File: config.mk
export PLATFORM = sky130hd
export DESIGN_NAME = table_linear_interpolator
export DESIGN_NICKNAME = d
export VERILOG_FILES = /design/src/tli_pkg.sv /design/src/tli_ram.sv /design/src/tli_lerp.sv /design/src/table_linear_interpolator.sv
export VERILOG_INCLUDE_DIRS = /design/src /design/src/src
export SDC_FILE = /design/constraint.sdc
export NUM_CORES = 2
export LEC_CHECK = 0
export ABC_CLOCK_PERIOD_IN_PS = 10600
export BUFFER_PORTS_ARGS = -buffer_cell sky130_fd_sc_hd__buf_4
export CAP_MARGIN = 20
export CORE_UTILIZATION = 35
export CTS_CLUSTER_SIZE = 10
export DETAILED_ROUTE_END_ITERATION = 12
export PLACE_DENSITY_LB_ADDON = 0.15
export RECOVER_POWER = 100
export SLEW_MARGIN = 20
export SYNTH_ARGS = -nofsm -noshare
export SYNTH_HDL_FRONTEND = slang
export SYNTH_SLANG_ARGS = --single-unit
File: constraint.sdc
create_clock -name i_clk -period 10.6 [get_ports i_clk]
set_input_delay 0 -clock i_clk [delete_from_list [all_inputs] [get_ports i_clk]]
set_output_delay 0 -clock i_clk [all_outputs]
set_load 0.03 [all_outputs]
File: src/table_linear_interpolator_macros.svh
// Assertion macros for the interpolator RTL
`ifndef TABLE_LINEAR_INTERPOLATOR_MACROS_SVH
`define TABLE_LINEAR_INTERPOLATOR_MACROS_SVH

// Same-cycle implication
`define TLI_CHECK_SAME(lbl, clk, rstn, ante, cons, msg) \
    lbl: assert property (@(posedge clk) disable iff (!(rstn)) (ante) |-> (cons)) \
        else $error(msg);

// Next-cycle implication
`define TLI_CHECK_NEXT(lbl, clk, rstn, ante, cons, msg) \
    lbl: assert property (@(posedge clk) disable iff (!(rstn)) (ante) |=> (cons)) \
        else $error(msg);

`endif

File: src/tli_pkg.sv
// Shared constants for the table linear interpolator
`timescale 1ns / 1ps

package tli_pkg;

    localparam int DEF_TABLE_DEPTH = 64;
    localparam int DEF_DATA_WIDTH  = 16;

    localparam logic [1:0] OP_CLEAR = 2'd0;
    localparam logic [1:0] OP_LOAD  = 2'd1;
    localparam logic [1:0] OP_QUERY = 2'd2;

    localparam logic [1:0] STAT_OK    = 2'd0;
    localparam logic [1:0] STAT_RANGE = 2'd1;
    localparam logic [1:0] STAT_ORDER = 2'd2;
    localparam logic [1:0] STAT_FULL  = 2'd3;

endpackage

File: src/tli_ram.sv
// Generic single-port-write, registered-read RAM
`timescale 1ns / 1ps

module tli_ram #(
    parameter int WIDTH = 32,
    parameter int DEPTH = 64
) (
    input  logic                     i_clk,
    input  logic                     i_we,
    input  logic [$clog2(DEPTH)-1:0] i_waddr,
    input  logic [WIDTH-1:0]         i_wdata,
    input  logic                     i_re,
    input  logic [$clog2(DEPTH)-1:0] i_raddr,
    output logic [WIDTH-1:0]         o_rdata
);

    logic [WIDTH-1:0] mem [DEPTH];
    logic [WIDTH-1:0] r_rdata;

    always_ff @(posedge i_clk) begin
        if (i_we) begin
            mem[i_waddr] <= i_wdata;
        end
        if (i_re) begin
            r_rdata <= mem[i_raddr];
        end
    end

    assign o_rdata = r_rdata;

endmodule

File: src/tli_lerp.sv
// Interpolation unit: one multiply, shift-subtract divide, add and saturate
`timescale 1ns / 1ps

module tli_lerp #(
    parameter int DATA_WIDTH = tli_pkg::DEF_DATA_WIDTH
) (
    input  logic                         i_clk,
    input  logic                         i_rst_n,
    input  logic                         i_start,
    input  logic signed [DATA_WIDTH-1:0] i_x0,
    input  logic signed [DATA_WIDTH-1:0] i_y0,
    input  logic signed [DATA_WIDTH-1:0] i_x1,
    input  logic signed [DATA_WIDTH-1:0] i_y1,
    input  logic signed [DATA_WIDTH-1:0] i_x,
    output logic                         o_done,
    output logic signed [DATA_WIDTH-1:0] o_value
);

    localparam int DW   = DATA_WIDTH;
    localparam int CNTW = $clog2(DW);

    typedef enum logic [3:0] {
        L_IDLE = 4'b0001,
        L_MUL  = 4'b0010,
        L_DIV  = 4'b0100,
        L_ADD  = 4'b1000
    } t_lerp_state;

    t_lerp_state r_state, n_state;
    logic               r_neg, n_neg;
    logic signed [DW-1:0] r_y0, n_y0;
    logic [DW-1:0]      r_mag, n_mag;
    logic [DW-1:0]      r_num, n_num;
    logic [DW-1:0]      r_den, n_den;
    logic [DW-1:0]      r_rem, n_rem;
    logic [DW-1:0]      r_low, n_low;
    logic [CNTW-1:0]    r_cnt, n_cnt;
    logic               r_done, n_done;
    logic signed [DW-1:0] r_value, n_value;

    logic [DW:0]   w_dy;
    logic [DW:0]   w_mag;
    logic [DW-1:0] w_num;
    logic [DW-1:0] w_den;
    logic [2*DW-1:0] w_prod;
    logic [DW:0]   w_trial;
    logic [DW:0]   w_diff;
    logic          w_ge;
    logic [DW:0]   w_sum;
    logic [DW-1:0] w_sat;

    assign w_dy    = {i_y1[DW-1], i_y1} - {i_y0[DW-1], i_y0};
    assign w_mag   = w_dy[DW] ? (~w_dy + 1'b1) : w_dy;
    assign w_num   = i_x - i_x0;
    assign w_den   = i_x1 - i_x0;
    assign w_prod  = {{DW{1'b0}}, r_mag} * {{DW{1'b0}}, r_num};
    assign w_trial = {r_rem, r_low[DW-1]};
    assign w_diff  = w_trial - {1'b0, r_den};
    assign w_ge    = (w_trial >= {1'b0, r_den});
    assign w_sum   = r_neg ? ({r_y0[DW-1], r_y0} - {1'b0, r_low})
                           : ({r_y0[DW-1], r_y0} + {1'b0, r_low});

    always_comb begin
        if (w_sum[DW] != w_sum[DW-1]) begin
            w_sat = w_sum[DW] ? {1'b1, {(DW-1){1'b0}}} : {1'b0, {(DW-1){1'b1}}};
        end else begin
            w_sat = w_sum[DW-1:0];
        end
    end

    always_comb begin
        n_state = r_state;
        n_neg   = r_neg;
        n_y0    = r_y0;
        n_mag   = r_mag;
        n_num   = r_num;
        n_den   = r_den;
        n_rem   = r_rem;
        n_low   = r_low;
        n_cnt   = r_cnt;
        n_done  = 1'b0;
        n_value = r_value;
        case (r_state)
            L_IDLE: begin
                if (i_start) begin
                    n_neg   = w_dy[DW];
                    n_mag   = w_mag[DW-1:0];
                    n_num   = w_num;
                    n_den   = w_den;
                    n_y0    = i_y0;
                    n_state = L_MUL;
                end
            end
            L_MUL: begin
                {n_rem, n_low} = w_prod;
                n_cnt   = CNTW'(DW - 1);
                n_state = L_DIV;
            end
            L_DIV: begin
                n_rem = w_ge ? w_diff[DW-1:0] : w_trial[DW-1:0];
                n_low = {r_low[DW-2:0], w_ge};
                n_cnt = r_cnt - 1'b1;
                if (r_cnt == '0) begin
                    n_state = L_ADD;
                end
            end
            L_ADD: begin
                n_value = w_sat;
                n_done  = 1'b1;
                n_state = L_IDLE;
            end
            default: begin
                n_state = L_IDLE;
            end
        endcase
    end

    always_ff @(posedge i_clk) begin
        if (!i_rst_n) begin
            r_state <= L_IDLE;
            r_done  <= 1'b0;
        end else begin
            r_state <= n_state;
            r_done  <= n_done;
        end
        r_neg   <= n_neg;
        r_y0    <= n_y0;
        r_mag   <= n_mag;
        r_num   <= n_num;
        r_den   <= n_den;
        r_rem   <= n_rem;
        r_low   <= n_low;
        r_cnt   <= n_cnt;
        r_value <= n_value;
    end

    assign o_done  = r_done;
    assign o_value = r_value;

endmodule

File: src/table_linear_interpolator.sv
// Piecewise linear interpolation table: top level
//
// Breakpoints sit in one RAM of TABLE_DEPTH (x, y) words with a registered
// read. Clear, load, an unused op and a query rejected up front (empty
// table, table not ascending, x outside first..last abscissa) give their
// result in the cycle after start, and busy stays low, so such commands may
// be issued every cycle. Any other query raises busy and scans the table one
// entry per cycle through the single RAM read port. An exact match ends the
// scan and returns the stored y. When x falls strictly between two
// breakpoints, one multiply, a DATA_WIDTH-step shift-subtract divide and a
// saturating add follow. Each result appears on o_result_value and o_status
// for exactly one cycle with o_valid high; the receiver must take it then, as
// there is no back-pressure.
`timescale 1ns / 1ps

`include "table_linear_interpolator_macros.svh"

module table_linear_interpolator #(
    parameter int TABLE_DEPTH = tli_pkg::DEF_TABLE_DEPTH,
    parameter int DATA_WIDTH  = tli_pkg::DEF_DATA_WIDTH
) (
    input  logic                         i_clk,
    input  logic                         i_rst_n,
    input  logic                         start,
    output logic                         busy,
    input  logic [1:0]                   i_op,
    input  logic signed [DATA_WIDTH-1:0] i_x_value,
    input  logic signed [DATA_WIDTH-1:0] i_y_value,
    output logic                         o_valid,
    output logic signed [DATA_WIDTH-1:0] o_result_value,
    output logic [1:0]                   o_status
);

    localparam int DW = DATA_WIDTH;
    localparam int AW = $clog2(TABLE_DEPTH);
    localparam int CW = $clog2(TABLE_DEPTH + 1);

    typedef enum logic [2:0] {
        ST_IDLE = 3'b001,
        ST_SCAN = 3'b010,
        ST_LERP = 3'b100
    } t_state;

    t_state r_state, n_state;
    logic [CW-1:0]        r_count, n_count;
    logic                 r_asc, n_asc;
    logic signed [DW-1:0] r_first_x, n_first_x;
    logic signed [DW-1:0] r_last_x, n_last_x;
    logic signed [DW-1:0] r_qx, n_qx;
    logic [CW-1:0]        r_addr, n_addr;
    logic                 r_pend, n_pend;
    logic                 r_have_prev, n_have_prev;
    logic signed [DW-1:0] r_px, n_px;
    logic signed [DW-1:0] r_py, n_py;
    logic                 r_valid, n_valid;
    logic signed [DW-1:0] r_result, n_result;
    logic [1:0]           r_status, n_status;

    logic                 w_we;
    logic                 w_re;
    logic [2*DW-1:0]      w_rdata;
    logic signed [DW-1:0] w_rd_x;
    logic signed [DW-1:0] w_rd_y;
    logic                 w_lerp_start;
    logic                 w_lerp_done;
    logic signed [DW-1:0] w_lerp_value;

    assign w_rd_x = w_rdata[2*DW-1:DW];
    assign w_rd_y = w_rdata[DW-1:0];

    tli_ram #(
        .WIDTH (2 * DW),
        .DEPTH (TABLE_DEPTH)
    ) u_ram (
        .i_clk   (i_clk),
        .i_we    (w_we),
        .i_waddr (r_count[AW-1:0]),
        .i_wdata ({i_x_value, i_y_value}),
        .i_re    (w_re),
        .i_raddr (r_addr[AW-1:0]),
        .o_rdata (w_rdata)
    );

    tli_lerp #(
        .DATA_WIDTH (DW)
    ) u_lerp (
        .i_clk   (i_clk),
        .i_rst_n (i_rst_n),
        .i_start (w_lerp_start),
        .i_x0    (r_px),
        .i_y0    (r_py),
        .i_x1    (w_rd_x),
        .i_y1    (w_rd_y),
        .i_x     (r_qx),
        .o_done  (w_lerp_done),
        .o_value (w_lerp_value)
    );

    always_comb begin
        n_state      = r_state;
        n_count      = r_count;
        n_asc        = r_asc;
        n_first_x    = r_first_x;
        n_last_x     = r_last_x;
        n_qx         = r_qx;
        n_addr       = r_addr;
        n_pend       = 1'b0;
        n_have_prev  = r_have_prev;
        n_px         = r_px;
        n_py         = r_py;
        n_valid      = 1'b0;
        n_result     = r_result;
        n_status     = r_status;
        w_we         = 1'b0;
        w_re         = 1'b0;
        w_lerp_start = 1'b0;
        case (r_state)
            ST_IDLE: begin
                if (start) begin
                    n_valid  = 1'b1;
                    n_result = '0;
                    n_status = tli_pkg::STAT_OK;
                    case (i_op)
                        tli_pkg::OP_CLEAR: begin
                            n_count = '0;
                            n_asc   = 1'b1;
                        end
                        tli_pkg::OP_LOAD: begin
                            if (r_count >= CW'(TABLE_DEPTH)) begin
                                n_status = tli_pkg::STAT_FULL;
                            end else begin
                                w_we = 1'b1;
                                if (r_count == '0) begin
                                    n_first_x = i_x_value;
                                end else if (r_last_x > i_x_value) begin
                                    n_asc = 1'b0;
                                end
                                n_last_x = i_x_value;
                                n_count  = r_count + 1'b1;
                            end
                        end
                        tli_pkg::OP_QUERY: begin
                            if (r_count == '0) begin
                                n_status = tli_pkg::STAT_RANGE;
                            end else if (!r_asc) begin
                                n_status = tli_pkg::STAT_ORDER;
                            end else if (i_x_value < r_first_x || i_x_value > r_last_x) begin
                                n_status = tli_pkg::STAT_RANGE;
                            end else begin
                                n_valid     = 1'b0;
                                n_qx        = i_x_value;
                                n_addr      = '0;
                                n_have_prev = 1'b0;
                                n_state     = ST_SCAN;
                            end
                        end
                        default: begin
                        end
                    endcase
                end
            end
            ST_SCAN: begin
                if (r_addr < r_count) begin
                    w_re   = 1'b1;
                    n_addr = r_addr + 1'b1;
                    n_pend = 1'b1;
                end
                if (r_pend) begin
                    if (w_rd_x == r_qx) begin
                        n_valid  = 1'b1;
                        n_result = w_rd_y;
                        n_status = tli_pkg::STAT_OK;
                        n_pend   = 1'b0;
                        n_state  = ST_IDLE;
                    end else if (r_have_prev && r_px < r_qx && r_qx < w_rd_x) begin
                        w_lerp_start = 1'b1;
                        n_pend       = 1'b0;
                        n_state      = ST_LERP;
                    end else begin
                        n_px        = w_rd_x;
                        n_py        = w_rd_y;
                        n_have_prev = 1'b1;
                    end
                end else if (r_addr >= r_count) begin
                    n_valid  = 1'b1;
                    n_result = '0;
                    n_status = tli_pkg::STAT_RANGE;
                    n_state  = ST_IDLE;
                end
            end
            ST_LERP: begin
                if (w_lerp_done) begin
                    n_valid  = 1'b1;
                    n_result = w_lerp_value;
                    n_status = tli_pkg::STAT_OK;
                    n_state  = ST_IDLE;
                end
            end
            default: begin
                n_state = ST_IDLE;
            end
        endcase
    end

    always_ff @(posedge i_clk) begin
        if (!i_rst_n) begin
            r_state     <= ST_IDLE;
            r_count     <= '0;
            r_asc       <= 1'b1;
            r_pend      <= 1'b0;
            r_have_prev <= 1'b0;
            r_valid     <= 1'b0;
        end else begin
            r_state     <= n_state;
            r_count     <= n_count;
            r_asc       <= n_asc;
            r_pend      <= n_pend;
            r_have_prev <= n_have_prev;
            r_valid     <= n_valid;
        end
        r_first_x <= n_first_x;
        r_last_x  <= n_last_x;
        r_qx      <= n_qx;
        r_addr    <= n_addr;
        r_px      <= n_px;
        r_py      <= n_py;
        r_result  <= n_result;
        r_status  <= n_status;
    end

    assign busy           = (r_state != ST_IDLE);
    assign o_valid        = r_valid;
    assign o_result_value = r_result;
    assign o_status       = r_status;

    `TLI_CHECK_SAME(a_count_bound, i_clk, i_rst_n, 1'b1, r_count <= CW'(TABLE_DEPTH),
        "entry count exceeds table depth")
    `TLI_CHECK_NEXT(a_load_advance, i_clk, i_rst_n,
        start && !busy && i_op == tli_pkg::OP_LOAD && r_count < CW'(TABLE_DEPTH),
        r_count == $past(r_count) + 1'b1, "load did not advance entry count")
    `TLI_CHECK_SAME(a_status_zero, i_clk, i_rst_n, o_valid && o_status != tli_pkg::STAT_OK,
        o_result_value == '0, "failed transaction carries non-zero result")
    `TLI_CHECK_SAME(a_lerp_owner, i_clk, i_rst_n, w_lerp_done, r_state == ST_LERP,
        "interpolation unit finished outside its wait state")

endmodule
==> summary.txt <==
Yosys
  • Flip-flop and latch count after synthesis: 2321
  • Synth top area cells: edfxtp_1 68%, mux4_2 15%, fa_1 3.9%
  • Syn Inst Count: 5294
  • Simple-Gate Fraction of Synth Area: 3.54%
  • Most used flip-flop cell after synthesis: edfxtp_1
  • Post-synthesis xor/xnor area fraction: 1.06%
  • EDFF count, synth: 2302
  • Synth warn: 0
  • Mux contribution to synthesized area: 15.2%
  • Seq/Total Area, Yosys: 68.5%
  • Syn Area/Cell: 19.2 um^2
  • Area leader, netlist: edfxtp_1
  • Post-synth ARST share: 0%
  • Post-synth cell types: 84
  • Syn_nets: 5776
  • Synth Area in Adders: 6.98%
  • Largest family of logic cells by synthesized area: multiplexers
  • Synth Area in Compound Gates: 2.49%
  • Mapped cell area: 101000 um^2
  • Top-area cell type share of the netlist area: 68.1%

Critical path
  • WP data required: 11120 ps
  • CP cell instances: clkbuf_2 -> clkbuf_1 -> clkbuf_1 -> mux4_2 -> mux4_2 -> mux4_2
  • Slowest cell on crit path: clkbuf_1
  • CP Max Fanout: 48
  • Crit path DAT: 9120 ps
  • Setup CP Type: flip-flop to flip-flop
  • Worst path most repeated cell: mux4_2
  • Critical path endpoint category: flip-flop
  • CP max stage delay: 2570 ps
  • Crit path launch type: flip-flop

Detailed routing
  • Vias/cell: 5.38
  • DRT Pass-1 Iters: 6
  • Remaining antenna violation count: 0
  • DRC Markers: 0
  • Drt total wl: 280000 um
  • Initial DRC count: 4178
  • DR WL/cell: 29.6 um
  • Vias: 50800

Clock tree
  • Clk pin slew, worst setup/hold paths: 60 ps
  • H-tree lvl count: 5
  • CTS tree: done
  • Clk_lat worst skew: 840 ps
  • Root Buffer: clkbuf_16
  • Total CTS buffers: 285
  • Post-CTS Setup Repair Bufs: 0
  • Post-CTS resize count: 0
  • Num Clock Sinks: 2321
  • Maximum clock path buffer count: 4

Power and ir drop
  • Max IR drop VDD: 110 uV
  • Leak: 38.6 nW
  • Pwr Density: 165 nW/um^2
  • Overall power: 18.9 mW

Outcome
  • Outcome: finished, violations left
  • Failing checks: max-capacitance violations, max-slew violations

Global routing
  • Largest net degree at the start of global routing: 124
  • Tot GR Track Use: 19.2%
  • Vias in the first global route: 53200
  • Initial antenna violation count: 33
  • Global route total overflow: 0
  • First-pass GRT wire length: 400000 um

Floorplan
  • IO Count: 57
  • Core area: 288000 um^2
  • Die ar.: 292000 um^2
  • Row cnt: 197
  • Die X: 540 um
  • Initial core utilization: 35.2%
  • Die H: 540 um

STA
  • Fmax: 116 MHz
  • Setup violators final: 0
  • Final Max Slew Viols: 4803
  • Slew HR: -167%
  • Final Hold Fails: 0
  • Tmin final: 8600 ps
  • Fin Setup TNS: 0 ps
  • RSZ-0062 raised after global routing: no
  • Worst-Margin Slew: 4000 ps
  • Clock Skew: 47.2 ps
  • Fin crit share: 81.2%

Layout
  • Share of cells above drive strength 1: 18.9%
  • # fillers: 25800
  • Fin nets: 6068
  • Layout area overhead: 13.1%
  • Core Util, Final: 39.8%

Place
  • Detail Placement HPWL: 165000 um
  • PortBufs: 56
  • Gpl congestion: 0.777

Hold path
  • Hold WC Path Type: input port to flip-flop

Job
  • Max Cap Viol: 136
cells by family after synthesis:
| family | after synthesis |
|---|---|
| flip-flops | 2321 |
| AND/OR/NAND/NOR | 731 |
| multiplexers | 697 |
| buffers and inverters | 594 |
| adder cells (fa/ha/maj) | 447 |
| AO/OA/AOI/OAI | 382 |
| XOR/XNOR | 122 |
synthesized netlist by cell type (10+ instances only):
cell type	number
xor2_1	33
a21oi_1	111
buf_2	38
a31oi_1	15
clkbuf_1	160
nor2b_1	25
or3_1	20
mux4_2	672
nand3_1	47
nor4_1	10
nand4_1	19
o21ai_0	70
xnor2_1	88
o21a_1	17
ha_1	246
edfxtp_1	2302
nor2_1	149
dfxtp_1	19
a211oi_1	18
and2_1	123
and3_1	12
nor3_1	41
mux2i_1	22
nand2b_1	27
fa_1	199
o31ai_1	13
a21o_1	45
buf_1	15
a22o_1	18
inv_1	376
nand2_1	223
cell usage in the layout (no fill, tap or decap), types with 12 or more instances in the layout:
cell type / netlist / routed
a211oi_1: 18 / 18
a21o_1: 45 / 45
a21oi_1: 111 / 110
a22o_1: 18 / 18
a31oi_1: 15 / 15
and2_1: 123 / 119
and3_1: 12 / 12
buf_4: 2 / 16
clkbuf_1: 160 / 201
clkbuf_16: 0 / 294
clkinv_1: 2 / 12
dfxtp_1: 19 / 19
dlygate4sd3_1: 0 / 42
edfxtp_1: 2302 / 2302
fa_1: 199 / 199
ha_1: 246 / 246
inv_1: 376 / 376
mux2i_1: 22 / 22
mux4_2: 672 / 672
nand2_1: 223 / 223
nand2b_1: 27 / 27
nand3_1: 47 / 46
nand4_1: 19 / 19
nor2_1: 149 / 113
nor2_4: 0 / 36
nor2b_1: 25 / 25
nor3_1: 41 / 40
o21a_1: 17 / 17
o21ai_0: 70 / 70
o31ai_1: 13 / 13
or3_1: 20 / 20
xnor2_1: 88 / 89
xor2_1: 33 / 33
routing by layer:
metal / GRT usage (%) / share of wire (%)
met1: 26.4 / 44
met5: 0 / 0
met4: 3.62 / 1.7
met2: 32.1 / 49
met3: 3.17 / 5.4
registers in the layout (all words and copies together) (netlist names), 16 cells and up:
| signal | count |
|---|---|
| r_first_x | 16 |
| u_lerp.o_value | 16 |
| u_lerp.r_low | 16 |
| u_lerp.r_mag | 16 |
| r_qx | 16 |
| o_result_value | 16 |
| r_px | 16 |
| u_lerp.r_y0 | 16 |
| u_ram.o_rdata | 32 |
| u_lerp.r_den | 16 |
| r_last_x | 16 |
| u_ram.mem | 2048 |
| r_py | 16 |
| u_lerp.r_rem | 16 |
| u_lerp.r_num | 16 |
metrics by stage:
stage / setup slack, ps / std cells / instance area [um^2] / hold slack [ps]
after detailed placement: 3690 / 9037 / 107000 / 282
after global routing: 1730 / 9453 / 115000 / 104
final: 2000 / 9458 / 115000 / 118
after global placement: 3770 / 9036 / 107000 / 281
after floorplan: 4540 / 5294 / 101000 / 88.9
after CTS: 3670 / 9451 / 116000 / 57.3
power breakdown:
group | total [mW] | switching, mW | internal (mW)
sequential | 10.1 | 0.00652 | 10.1
combinational | 0.234 | 0.191 | 0.0436
clock | 8.58 | 3.55 | 5.03
total | 18.9 | 3.75 | 15.2
final timing paths:
kind,cells past startpoint,slack [ps],to,start
worst max-delay path,6,2000,u_ram.o_rdata[18],r_addr[1]
worst min-delay path,3,120,r_state[2],i_rst_n
worst max register to register,6,2000,u_ram.o_rdata[18],r_addr[1]
worst min register to register,0,440,u_lerp.r_y0[12],r_py[12]
final cells by class:
type | count | area, um^2 | area share (%)
inverters | 378 | 1420 | 1.24
flip-flops and latches | 2321 | 69500 | 60.6
diodes | 6 | 15.0 | 0.0131
repair buffers | 221 | 1280 | 1.11
multi-input cells | 2379 | 30000 | 26.1
well taps | 3781 | 4730 | 4.12
clock buffers | 342 | 7540 | 6.57
clock inverters | 30 | 274 | 0.239
worst max-delay path, delay by kind of cell (launching register included):
kind	cells	cell delay, ps
flip-flops	1	490
multiplexers	3	1620
buffers and inverters	3	6080
repair_timing:
action                                   CTS  global route
endpoints found under the setup margin     0             0
hold endpoints to repair                2119             0
hold buffers                              42             0
Note: power is estimated with default switching activity, not from simulation.
